File: src/design/fifc_pkg.sv
`timescale 1ns / 1ps
`default_nettype none
// ----------------------------------------------------------------------------
// FIFO replacement cache package
// Sizes, memory request types and shared constants of the cache unit.
// ----------------------------------------------------------------------------
package fifc_pkg;

  localparam int KEY_W     = 10;
  localparam int KEY_SPACE = 1 << KEY_W;
  localparam int BIT_W     = 4;
  localparam int ROW_BITS  = 1 << BIT_W;
  localparam int ROW_W     = KEY_W - BIT_W;
  localparam int ROWS      = 1 << ROW_W;
  localparam int SLOT_W    = 7;
  localparam int MAX_SLOTS = 1 << SLOT_W;
  localparam int CAP_W     = 8;
  localparam int MISS_W    = 32;
  localparam int IN_DATA_W  = 16;
  localparam int OUT_DATA_W = 48;

  typedef struct packed {
    logic                en;
    logic                we;
    logic [ROW_W-1:0]    addr;
    logic [ROW_BITS-1:0] wdata;
  } fifc_map_req_t;

  typedef struct packed {
    logic              rd_en;
    logic [SLOT_W-1:0] rd_addr;
    logic              we;
    logic [SLOT_W-1:0] wr_addr;
    logic [KEY_W-1:0]  wdata;
  } fifc_ring_req_t;

endpackage
`default_nettype wire

File: src/design/fifo_replacement_cache_unit.sv
`timescale 1ns / 1ps
`default_nettype none
// ----------------------------------------------------------------------------
// FIFO replacement cache unit
// Key lookup against a presence bitmap with oldest-first eviction and a
// saturating miss counter.
// ----------------------------------------------------------------------------
// After reset the unit clears all 64 rows of its presence bitmap and accepts no
// item until that pass is done; configuration writes are taken at all times.
// Items are handled one at a time, and the single-port bitmap memory sets the
// pace: a hit reads the key's row, a free-slot miss reads and writes it, a
// miss that evicts a key of the same row reads it again before one write, and
// one that evicts from another row clears the old key before the new key is set. A
// finished result waits in the output register while the next item is accepted.
module fifo_replacement_cache_unit (
  input  wire                              clk_i,
  input  wire                              rst_ni,
  input  wire                              cfg_valid_i,
  output logic                             cfg_ready_o,
  input  wire  [fifc_pkg::CAP_W-1:0]       cfg_data_i,
  input  wire                              s_axis_tvalid,
  output logic                             s_axis_tready,
  // Fields from bit 0: key[9:0], zero fill.
  input  wire  [fifc_pkg::IN_DATA_W-1:0]   s_axis_tdata,
  output logic                             m_axis_tvalid,
  input  wire                              m_axis_tready,
  // Fields from bit 0: hit, evicted_valid, evicted_key[9:0], miss_total[31:0], zero fill.
  output logic [fifc_pkg::OUT_DATA_W-1:0]  m_axis_tdata
);
  import fifc_pkg::*;

  localparam logic [2:0] ST_CLEAR = 3'd0;
  localparam logic [2:0] ST_IDLE  = 3'd1;
  localparam logic [2:0] ST_CHECK = 3'd2;
  localparam logic [2:0] ST_EVICT = 3'd3;
  localparam logic [2:0] ST_SET   = 3'd4;

  logic [2:0]          state_q, state_d;
  logic [ROW_W-1:0]    clr_row_q, clr_row_d;
  logic [CAP_W-1:0]    cap_q, cap_d;
  logic [SLOT_W-1:0]   head_q, head_d;
  logic [CAP_W-1:0]    occ_q, occ_d;
  logic [MISS_W-1:0]   miss_q, miss_d;
  logic [KEY_W-1:0]    key_q, key_d;
  logic [KEY_W-1:0]    old_q, old_d;
  logic [ROW_BITS-1:0] row_q, row_d;
  logic                out_valid_q, out_valid_d;
  logic [OUT_DATA_W-1:0] out_data_q, out_data_d;

  fifc_map_req_t       map_req;
  fifc_ring_req_t      ring_req;
  logic [ROW_BITS-1:0] map_rdata;
  logic [KEY_W-1:0]    ring_rdata;

  logic                in_accept;
  logic                out_free;
  logic                full;
  logic                key_hit;
  logic [ROW_BITS-1:0] key_mask;
  logic [ROW_BITS-1:0] old_mask;
  logic [CAP_W:0]      tail_sum;
  logic [SLOT_W-1:0]   tail_pos;
  logic [SLOT_W-1:0]   head_next;
  logic [MISS_W-1:0]   miss_inc;
  logic [CAP_W-1:0]    cfg_cap;

  fifc_bitmap_ram u_map (
    .clk_i   (clk_i),
    .req_i   (map_req),
    .rdata_o (map_rdata)
  );

  fifc_ring_ram u_ring (
    .clk_i   (clk_i),
    .req_i   (ring_req),
    .rdata_o (ring_rdata)
  );

  assign cfg_ready_o   = 1'b1;
  assign s_axis_tready = (state_q == ST_IDLE);
  assign in_accept     = s_axis_tvalid && s_axis_tready;
  assign out_free      = !out_valid_q || m_axis_tready;
  assign m_axis_tvalid = out_valid_q;
  assign m_axis_tdata  = out_data_q;

  assign full     = (occ_q >= cap_q);
  assign key_mask = ROW_BITS'(1) << key_q[BIT_W-1:0];
  assign old_mask = ROW_BITS'(1) << old_q[BIT_W-1:0];
  assign key_hit  = |(map_rdata & key_mask);
  assign tail_sum = {2'b00, head_q} + {1'b0, occ_q};
  assign tail_pos = (tail_sum >= {1'b0, cap_q}) ? SLOT_W'(tail_sum - {1'b0, cap_q})
                                                : tail_sum[SLOT_W-1:0];
  assign head_next = ({1'b0, head_q} + CAP_W'(1) >= cap_q) ? '0 : head_q + SLOT_W'(1);
  assign miss_inc  = (miss_q == '1) ? miss_q : miss_q + MISS_W'(1);

  always_comb begin
    if (cfg_data_i == '0) begin
      cfg_cap = CAP_W'(1);
    end else if (cfg_data_i > CAP_W'(MAX_SLOTS)) begin
      cfg_cap = CAP_W'(MAX_SLOTS);
    end else begin
      cfg_cap = cfg_data_i;
    end
  end

  always_comb begin
    state_d     = state_q;
    clr_row_d   = clr_row_q;
    cap_d       = cap_q;
    head_d      = head_q;
    occ_d       = occ_q;
    miss_d      = miss_q;
    key_d       = key_q;
    old_d       = old_q;
    row_d       = row_q;
    out_data_d  = out_data_q;
    out_valid_d = out_valid_q && !m_axis_tready;
    map_req     = '0;
    ring_req    = '0;

    if (cfg_valid_i && (miss_q == '0)) begin
      cap_d = cfg_cap;
    end

    unique case (state_q)
      ST_CLEAR: begin
        map_req.en   = 1'b1;
        map_req.we   = 1'b1;
        map_req.addr = clr_row_q;
        clr_row_d    = clr_row_q + ROW_W'(1);
        if (clr_row_q == ROW_W'(ROWS - 1)) begin
          state_d = ST_IDLE;
        end
      end
      ST_IDLE: begin
        if (in_accept) begin
          key_d            = s_axis_tdata[KEY_W-1:0];
          map_req.en       = 1'b1;
          map_req.addr     = s_axis_tdata[KEY_W-1:BIT_W];
          ring_req.rd_en   = 1'b1;
          ring_req.rd_addr = head_q;
          state_d          = ST_CHECK;
        end
      end
      ST_CHECK: begin
        if (key_hit) begin
          if (out_free) begin
            out_valid_d = 1'b1;
            out_data_d  = {{(OUT_DATA_W - MISS_W - KEY_W - 2){1'b0}}, miss_q,
                           {KEY_W{1'b0}}, 1'b0, 1'b1};
            state_d     = ST_IDLE;
          end
        end else if (!full) begin
          if (out_free) begin
            map_req.en       = 1'b1;
            map_req.we       = 1'b1;
            map_req.addr     = key_q[KEY_W-1:BIT_W];
            map_req.wdata    = map_rdata | key_mask;
            ring_req.we      = 1'b1;
            ring_req.wr_addr = tail_pos;
            ring_req.wdata   = key_q;
            occ_d            = occ_q + CAP_W'(1);
            miss_d           = miss_inc;
            out_valid_d      = 1'b1;
            out_data_d       = {{(OUT_DATA_W - MISS_W - KEY_W - 2){1'b0}}, miss_inc,
                                {KEY_W{1'b0}}, 1'b0, 1'b0};
            state_d          = ST_IDLE;
          end
        end else begin
          row_d        = map_rdata;
          old_d        = ring_rdata;
          map_req.en   = 1'b1;
          map_req.addr = ring_rdata[KEY_W-1:BIT_W];
          state_d      = ST_EVICT;
        end
      end
      ST_EVICT: begin
        if (old_q[KEY_W-1:BIT_W] == key_q[KEY_W-1:BIT_W]) begin
          if (out_free) begin
            map_req.en       = 1'b1;
            map_req.we       = 1'b1;
            map_req.addr     = key_q[KEY_W-1:BIT_W];
            map_req.wdata    = (map_rdata & ~old_mask) | key_mask;
            ring_req.we      = 1'b1;
            ring_req.wr_addr = head_q;
            ring_req.wdata   = key_q;
            head_d           = head_next;
            miss_d           = miss_inc;
            out_valid_d      = 1'b1;
            out_data_d       = {{(OUT_DATA_W - MISS_W - KEY_W - 2){1'b0}}, miss_inc,
                                old_q, 1'b1, 1'b0};
            state_d          = ST_IDLE;
          end
        end else begin
          map_req.en    = 1'b1;
          map_req.we    = 1'b1;
          map_req.addr  = old_q[KEY_W-1:BIT_W];
          map_req.wdata = map_rdata & ~old_mask;
          state_d       = ST_SET;
        end
      end
      ST_SET: begin
        if (out_free) begin
          map_req.en       = 1'b1;
          map_req.we       = 1'b1;
          map_req.addr     = key_q[KEY_W-1:BIT_W];
          map_req.wdata    = row_q | key_mask;
          ring_req.we      = 1'b1;
          ring_req.wr_addr = head_q;
          ring_req.wdata   = key_q;
          head_d           = head_next;
          miss_d           = miss_inc;
          out_valid_d      = 1'b1;
          out_data_d       = {{(OUT_DATA_W - MISS_W - KEY_W - 2){1'b0}}, miss_inc,
                              old_q, 1'b1, 1'b0};
          state_d          = ST_IDLE;
        end
      end
      default: begin
        state_d = ST_CLEAR;
      end
    endcase
  end

  always_ff @(posedge clk_i or negedge rst_ni) begin
    if (!rst_ni) begin
      state_q     <= ST_CLEAR;
      clr_row_q   <= '0;
      cap_q       <= CAP_W'(MAX_SLOTS);
      head_q      <= '0;
      occ_q       <= '0;
      miss_q      <= '0;
      out_valid_q <= 1'b0;
    end else begin
      state_q     <= state_d;
      clr_row_q   <= clr_row_d;
      cap_q       <= cap_d;
      head_q      <= head_d;
      occ_q       <= occ_d;
      miss_q      <= miss_d;
      out_valid_q <= out_valid_d;
    end
  end

  always_ff @(posedge clk_i) begin
    key_q      <= key_d;
    old_q      <= old_d;
    row_q      <= row_d;
    out_data_q <= out_data_d;
  end

endmodule
`default_nettype wire

File: src/design/fifc_bitmap_ram.sv
`timescale 1ns / 1ps
`default_nettype none
// ----------------------------------------------------------------------------
// Presence bitmap memory
// Single-port synchronous memory of bitmap rows with registered read data.
// ----------------------------------------------------------------------------
module fifc_bitmap_ram (
  input  wire                           clk_i,
  input  wire fifc_pkg::fifc_map_req_t  req_i,
  output logic [fifc_pkg::ROW_BITS-1:0] rdata_o
);
  import fifc_pkg::*;

  logic [ROW_BITS-1:0] mem [ROWS];
  logic [ROW_BITS-1:0] rdata_q;

  always_ff @(posedge clk_i) begin
    if (req_i.en) begin
      if (req_i.we) begin
        mem[req_i.addr] <= req_i.wdata;
      end else begin
        rdata_q <= mem[req_i.addr];
      end
    end
  end

  assign rdata_o = rdata_q;

endmodule
`default_nettype wire

File: src/design/fifc_ring_ram.sv
`timescale 1ns / 1ps
`default_nettype none
// ----------------------------------------------------------------------------
// Slot ring memory
// Key storage of the replacement ring, one write and one registered read port.
// ----------------------------------------------------------------------------
module fifc_ring_ram (
  input  wire                          clk_i,
  input  wire fifc_pkg::fifc_ring_req_t req_i,
  output logic [fifc_pkg::KEY_W-1:0]   rdata_o
);
  import fifc_pkg::*;

  logic [KEY_W-1:0] mem [MAX_SLOTS];
  logic [KEY_W-1:0] rdata_q;

  always_ff @(posedge clk_i) begin
    if (req_i.we) begin
      mem[req_i.wr_addr] <= req_i.wdata;
    end
    if (req_i.rd_en) begin
      rdata_q <= mem[req_i.rd_addr];
    end
  end

  assign rdata_o = rdata_q;

endmodule
`default_nettype wire

File: config.mk
export PLATFORM = sky130hd
export DESIGN_NAME = fifo_replacement_cache_unit
export DESIGN_NICKNAME = d
export VERILOG_FILES = /design/src/design/fifc_pkg.sv /design/src/design/fifo_replacement_cache_unit.sv /design/src/design/fifc_bitmap_ram.sv /design/src/design/fifc_ring_ram.sv
export SDC_FILE = /design/constraint.sdc
export NUM_CORES = 2
export LEC_CHECK = 0
export BUFFER_PORTS_ARGS = -buffer_cell sky130_fd_sc_hd__buf_4
export CORE_MARGIN = 1.5
export CORE_UTILIZATION = 41
export DETAILED_ROUTE_END_ITERATION = 8
export SETUP_SLACK_MARGIN = 0.05
export SLEW_MARGIN = 20
export SYNTH_ARGS = -nofsm -noshare
export SYNTH_HDL_FRONTEND = slang
export SYNTH_SLANG_ARGS = --single-unit
File: constraint.sdc
create_clock -name clk_i -period 12.31 [get_ports clk_i]
set_clock_uncertainty 0.15 [all_clocks]
set_input_delay 1.231 -clock clk_i [delete_from_list [all_inputs] [get_ports clk_i]]
set_output_delay 1.231 -clock clk_i [all_outputs]
set_load 0.01 [all_outputs]
**Yosys cells after proc, flatten, opt, wreduce, memory -nomap -nowiden**

Memory sizes are Yosys's and may differ from the RTL's. A register that Yosys moved wholly into a read port is not among the register bits.
Index checks and enable logic that the tools add are counted.

- $add $sub $neg: 7
- Magnitude comparators: 4
- Equal/unequal tests: 15
- Shift-type cells: 2
- Muxes and demuxes: 60
- Bitwise gates (word level): 9
- Reduce and logical (&&, ||, !) cells: 20

Operator list:

| kind | number |
|---|---|
| two-way mux 48 bit | 6 |
| two-way mux 32 bit | 5 |
| case mux 48 bit (3 select lines) | 1 |
| two-way mux 24 bit | 5 |
| case mux 32 bit (3 select lines) | 1 |
| two-way mux 18 bit | 5 |
| case mux 18 bit (3 select lines) | 1 |
| bitwise OR 16 bit | 3 |
| case mux 16 bit (3 select lines) | 1 |
| adder 32 x 1 -> 32 bit, second input constant | 1 |
| bitwise AND 16 bit | 2 |
| == test 32 bit, second input constant | 1 |
| logical NOT 32 bit | 1 |
| two-way mux 8 bit | 4 |
| left shift 1 x 4 -> 16 bit, first input constant | 2 |
| case mux 6 bit (5 select lines) | 1 |
| two-way mux 7 bit | 4 |
| two-way mux 3 bit | 6 |
| greater-or-equal comparator 8 bit | 2 |
| two-way mux 16 bit | 1 |
| inverter 16 bit | 1 |
| OR reduction 16 bit | 1 |
| case mux 3 bit (5 select lines) | 1 |
| case mux 7 bit (2 select lines) | 1 |
| other kinds (33) | 60 |

- Register bits: 149
- Memory bits (writable): 2304
- Memories kept: 2

Memories:

| memory | words | width | rd ports | clocked after Yosys merged registers in | wr ports | RTL line | RTL |
|---|---|---|---|---|---|---|---|
| u_ring.mem | 128 | 10 | 1 | 1 | 1 | fifc_ring_ram.sv:14 | `logic [KEY_W-1:0] mem [MAX_SLOTS];` |
| u_map.mem | 64 | 16 | 1 | 1 | 1 | fifc_bitmap_ram.sv:14 | `logic [ROW_BITS-1:0] mem [ROWS];` |

**Logic depth before layout (Yosys ltp)**

- Word-level depth: 10
- Gate-level depth with buffers: 20

**Modules after synthesis**

Synthesis repeated with hierarchy kept, for this count alone.

- Cells, all modules: 5161
- Area total of the unflattened synthesis: 98147.9 µm²

Modules (own cells, without submodules):

| module | instances | cells each | area each (µm²) | sequential area each (µm²) |
|---|---|---|---|---|
| fifc_ring_ram | 1 | 1998 | 49454.9 | 38737.2 |
| fifc_bitmap_ram | 1 | 2290 | 39770.6 | 31230.0 |
| fifo_replacement_cache_unit | 1 | 873 | 8922.3 | 4030.1 |

**Worst setup path after synthesis**

Ideal clock, no wire load.

- Kind: input to register
- Start point: input port m_axis_tready
- End point: memory u_map.mem[0][14] (netlist bit), data pin
- Library setup time: 0.702 ns
- Arrival time: 5.144 ns
- Data required time: 11.458 ns
- Path slack: 6.315 ns
- Stages: 8
- Path buffers: 3
- Path through: nor2b_1 -> buf_2 -> nor2_1 -> a31o_2 -> clkbuf_1 -> nor2_1 -> clkbuf_1 -> o21ai_0

RTL lines:

| element | RTL line | RTL |
|---|---|---|
| start: declaration | fifo_replacement_cache_unit.sv:26 | `input wire m_axis_tready,` |
| end: declaration | fifc_bitmap_ram.sv:14 |  |

**Worst setup path after layout**

- Start point: register head_q[0]
- End point: memory u_ring.mem[86][1] (netlist: u_ring.mem[43][1]) (enable)

- Longest elaborated chain between the ends: 7
- Elaborated cells on any way between the ends: 10
- Classes of those cells: add/sub (2); order compare (1); mux (7)

Ends and longest elaborated chain:

| element | RTL line | RTL |
|---|---|---|
| start: declaration | fifo_replacement_cache_unit.sv:41 | `logic [SLOT_W-1:0] head_q, head_d;` |
| start signal: assignment | fifo_replacement_cache_unit.sv:230 | `head_q <= '0;` |
| start signal: assignment | fifo_replacement_cache_unit.sv:238 | `head_q <= head_d;` |
| adder 7 x 8 -> 9 bit | fifo_replacement_cache_unit.sv:90 | `assign tail_sum = {2'b00, head_q} + {1'b0, occ_q};` |
| greater-or-equal comparator 9 x 8 -> 1 bit or subtractor 7 bit (tied branches) | fifo_replacement_cache_unit.sv:91 | `assign tail_pos = (tail_sum >= {1'b0, cap_q}) ? SLOT_W'(tail_sum - {1'b0, cap_q})` |
| two-way mux 7 bit | fifo_replacement_cache_unit.sv:91 |  |
| two-way mux 18 bit | fifo_replacement_cache_unit.sv:154 | `if (out_free) begin` |
| two-way mux 18 bit | fifo_replacement_cache_unit.sv:153 | `end else if (!full) begin` |
| two-way mux 18 bit | fifo_replacement_cache_unit.sv:146 | `if (key_hit) begin` |
| case mux 18 bit (3 select lines) (*) | fifo_replacement_cache_unit.sv:125 | `unique case (state_q)` |
| end: declaration | fifc_ring_ram.sv:14 |  |

Every way passes the cells marked *; elsewhere a longest branch is shown, timed or not.

==> metrics.txt <==
Setup TNS Final 0 ns; Site Rows 180; hold path cells 0; Leak 37.04 nW; routed len/inst 26.08 um; core region area 240500 sq um; R2R Setup Slk 5.28 ns; clk_lat worst skew 0.88 ns; RSZ-0062 raised after global routing no; crit path launch type flop; PortBufs 68; Post-synth EDFFs 2410; Hold Slack 0.3096 ns; total power 25.73 mW; Area Overhead vs Synth 12.32%; Iteration-0 DRC Markers 6780; # setup viols final 0; Max Cap Viol 0; peak supply drop 258.0 uV; Final HPWL DP 149500 um; Data required, critical path 12.64 ns; CP peak stage delay 1.04 ns; post-cts sizing count 0; met2 wire length 124400 um; nets@finish 6638; clock buffer depth 3; first-pass GRT wire length 381000 um; slowest CP cell nor2_1; TritonCTS clock tree done; pin slew with the least headroom to its limit 1.136 ns; Peak Freq 142.3 MHz; Hold Crit Start u_ring.rdata_o[0]$_DFFE_PP_; I/O Pins 80; GRT Util Overall 20.96%; First-pass DRT Iterations 6; H-Tree Depth 4; drt total wl 259700 um; dominant cells by area after synthesis edfxtp_1 73%, mux4_2 5.5%, nand2_1 4.2%; pwr dens 231.2 nW/um^2; WS Path Type reg2reg; Cell Area, Synth 99110 sq um; area post-placement 103600 sq um; pin count of the biggest net entering global routing 162; vias in the first global route 55070; post-CTS setup buffer count 0; CTS Root Buffer Type clkbuf_16; CP max FO 45; DR top layer met4; Layout Utilization 46.28%; DIE AREA 244700 sq um; Final Hold Vio Count 0; status complete, no violations; slew margin rel. 24.29%; hold_buf cts 0; largest area contributor in the netlist edfxtp_1; critical path, cell by cell ha_1 > inv_1 > fa_1 > inv_1 > ha_1 > nor2b_1 > o21ai_1 > a21oi_1 > o21ai_1 > a21boi_1 > o31a_1 > o21a_1 > or2_1 > a221oi_2 > nand4_1 > nor2_1; Final Non-Filler Cells 9960; metal3 WL 19180 um; TritonCTS Buffers 235; fin crit period 7.029 ns; post-synth top area share 73.02%; Die X 494.7 um; wl on met1 108300 um; yosys warns 0; Syn Inst Count 6536; R2R depth 16; Reg-to-Reg End u_ring.mem[43][1]$_DFFE_PP_; syn_area_per_cell 15.16 sq um; Main synth FF type edfxtp_1; # DRC 0; Final Max Tran Viols 0; crit path capture type flop; Routed Antenna Nets 0; post-synthesis sequential area ratio 74.66%; vias per std cell 5.746; Yosys cell types 93; ratio of cells with drive above 1 in the final layout 13.41%; initial core utilization 41.20%; Worst Hold End old_q[0]$_DFFE_PP_; Die H 494.7 um; pre-CTS setup slack 5.036 ns; synthesis-stage register bit count 2475; routability cong. 0.8872; DR vias 57230; initial antenna violation count 8; clock-pin slew on the worst setup and hold paths 0.06 ns; fin area 111300 sq um; Reg-to-Reg Start head_q[0]$_DFFE_PN0P_; Placed Instances 9518; arrival time worst endpoint 7.36 ns; CTS Sinks 2475; fin crit share 57.10%; hold crit path type reg2reg; async set-or-reset flop fraction in the synthesized netlist 2.626%; grt ovf 0; setup ws final 5.281 ns
[cells in the final DEF, fill, tap and decap left out, drive strengths merged, types with 17 or more instances in the layout]
cell / n
nand4: 35
and2: 27
nand3: 61
mux4: 240
nor2: 291
buf: 225
xor2: 37
nand2: 1114
dfrtp: 64
o211ai: 162
ha: 36
edfxtp: 2410
clkbuf: 292
xnor2: 51
clkinv: 105
nand2b: 17
or3: 162
nor3: 21
a21oi: 503
bufinv: 28
nor2b: 18
mux2i: 25
o21ai: 239
nor4: 129
inv: 43
and3: 19
o22ai: 229
[worst max-delay path by stage]
stage,start,end,slack (ns),depth (start not counted)
after floorplan,m_axis_tready,u_map.mem[0][14]$_DFFE_PP_,6.31,8
after global placement,m_axis_tready,u_map.mem[13][13]$_DFFE_PP_,5.21,10
after detailed placement,m_axis_tready,u_map.mem[13][14]$_DFFE_PP_,5.04,10
after CTS,head_q[0]$_DFFE_PN0P_,u_ring.mem[42][8]$_DFFE_PP_,5.26,16
after global routing,head_q[0]$_DFFE_PN0P_,u_ring.mem[33][2]$_DFFE_PP_,4.92,16
final,head_q[0]$_DFFE_PN0P_,u_ring.mem[43][1]$_DFFE_PP_,5.28,16
[kinds of logic (layout without fill, tap and decap cells)]
group           Yosys count  after routing  share of synthesized area (%)
flops                  2475           2475                          74.66
compound gates         1246           1246                          7.497
buf+inv                 466            699                          1.988
simple gates           1952           1952                          8.820
mux                     268            268                          5.741
fa+ha+maj                39             39                         0.5050
other cells               2              8                       0.007578
xor+xnor                 88             88                         0.7777
[where the power goes]
part / switching (mW) / internal (mW)
clock: 3.13 / 4.13
sequential: 0.251 / 10.3
combinational: 5.86 / 2.10
total: 9.24 / 16.5
[worst max-delay path: cells and delay by family, from the launching register on]
kind	cells	cell delay (ns)
adders and majority gates	3	1.12
buffers and inverters	2	0.12
DFF	1	0.80
and+or+nand+nor	4	2.36
AOI/OAI and AO/OA	7	2.06
[per-layer routing]
metal	vias up	global-route usage (%)
li1	25270	-
met1	29320	29.38
met2	2247	33.43
met3	393	3.579
met4	0	6.570
met5	-	0
[synthesized netlist by cell type, types with 5 or more instances]
cell type,instances
nand2b_1,17
a221oi_1,7
a32o_1,6
nor2b_1,18
clkbuf_1,285
nand3_1,61
a21oi_1,502
buf_4,17
a21boi_1,5
and2_1,26
edfxtp_1,2410
buf_2,96
a22oi_1,11
o211ai_1,162
o221ai_1,15
buf_6,5
nor3_1,20
nand3b_1,16
nand2_1,1113
or4_1,16
mux2i_1,25
dfrtp_1,64
or3_1,162
inv_1,33
nor4_1,127
xor2_1,37
o21ai_1,9
nand4_1,35
mux4_2,240
a32oi_1,6
a211oi_1,5
nor2_1,290
xnor2_1,51
buf_1,27
and3_1,19
o22ai_1,229
o21ai_0,228
ha_1,36
a221o_1,5
or2_2,6
[state kept, by name, indices dropped and copies added, names as in the netlist]
| name | cells |
|---|---|
| head_q | 7 |
| u_map.mem | 1024 |
| m_axis_tdata | 44 |
| miss_q | 32 |
| clr_row_q | 6 |
| u_ring.rdata_o | 10 |
| u_ring.mem | 1280 |
| state_q | 3 |
| m_axis_tvalid | 1 |
| cap_q | 8 |
| key_q | 10 |
| row_q | 16 |
| occ_q | 8 |
| old_q | 10 |
| u_map.rdata_o | 16 |
[layout make-up]
class	count	area, sq um
clock inverters	146	1529
fillers	20710	129200
flip-flops and latches	2475	74000
clock buffers	292	6156
inverters	36	145.1
diodes	3	7.507
well taps	3185	3985
repair buffers	225	1827
multi-input cells	3598	23660
Note: power is estimated with default switching activity, not from simulation.
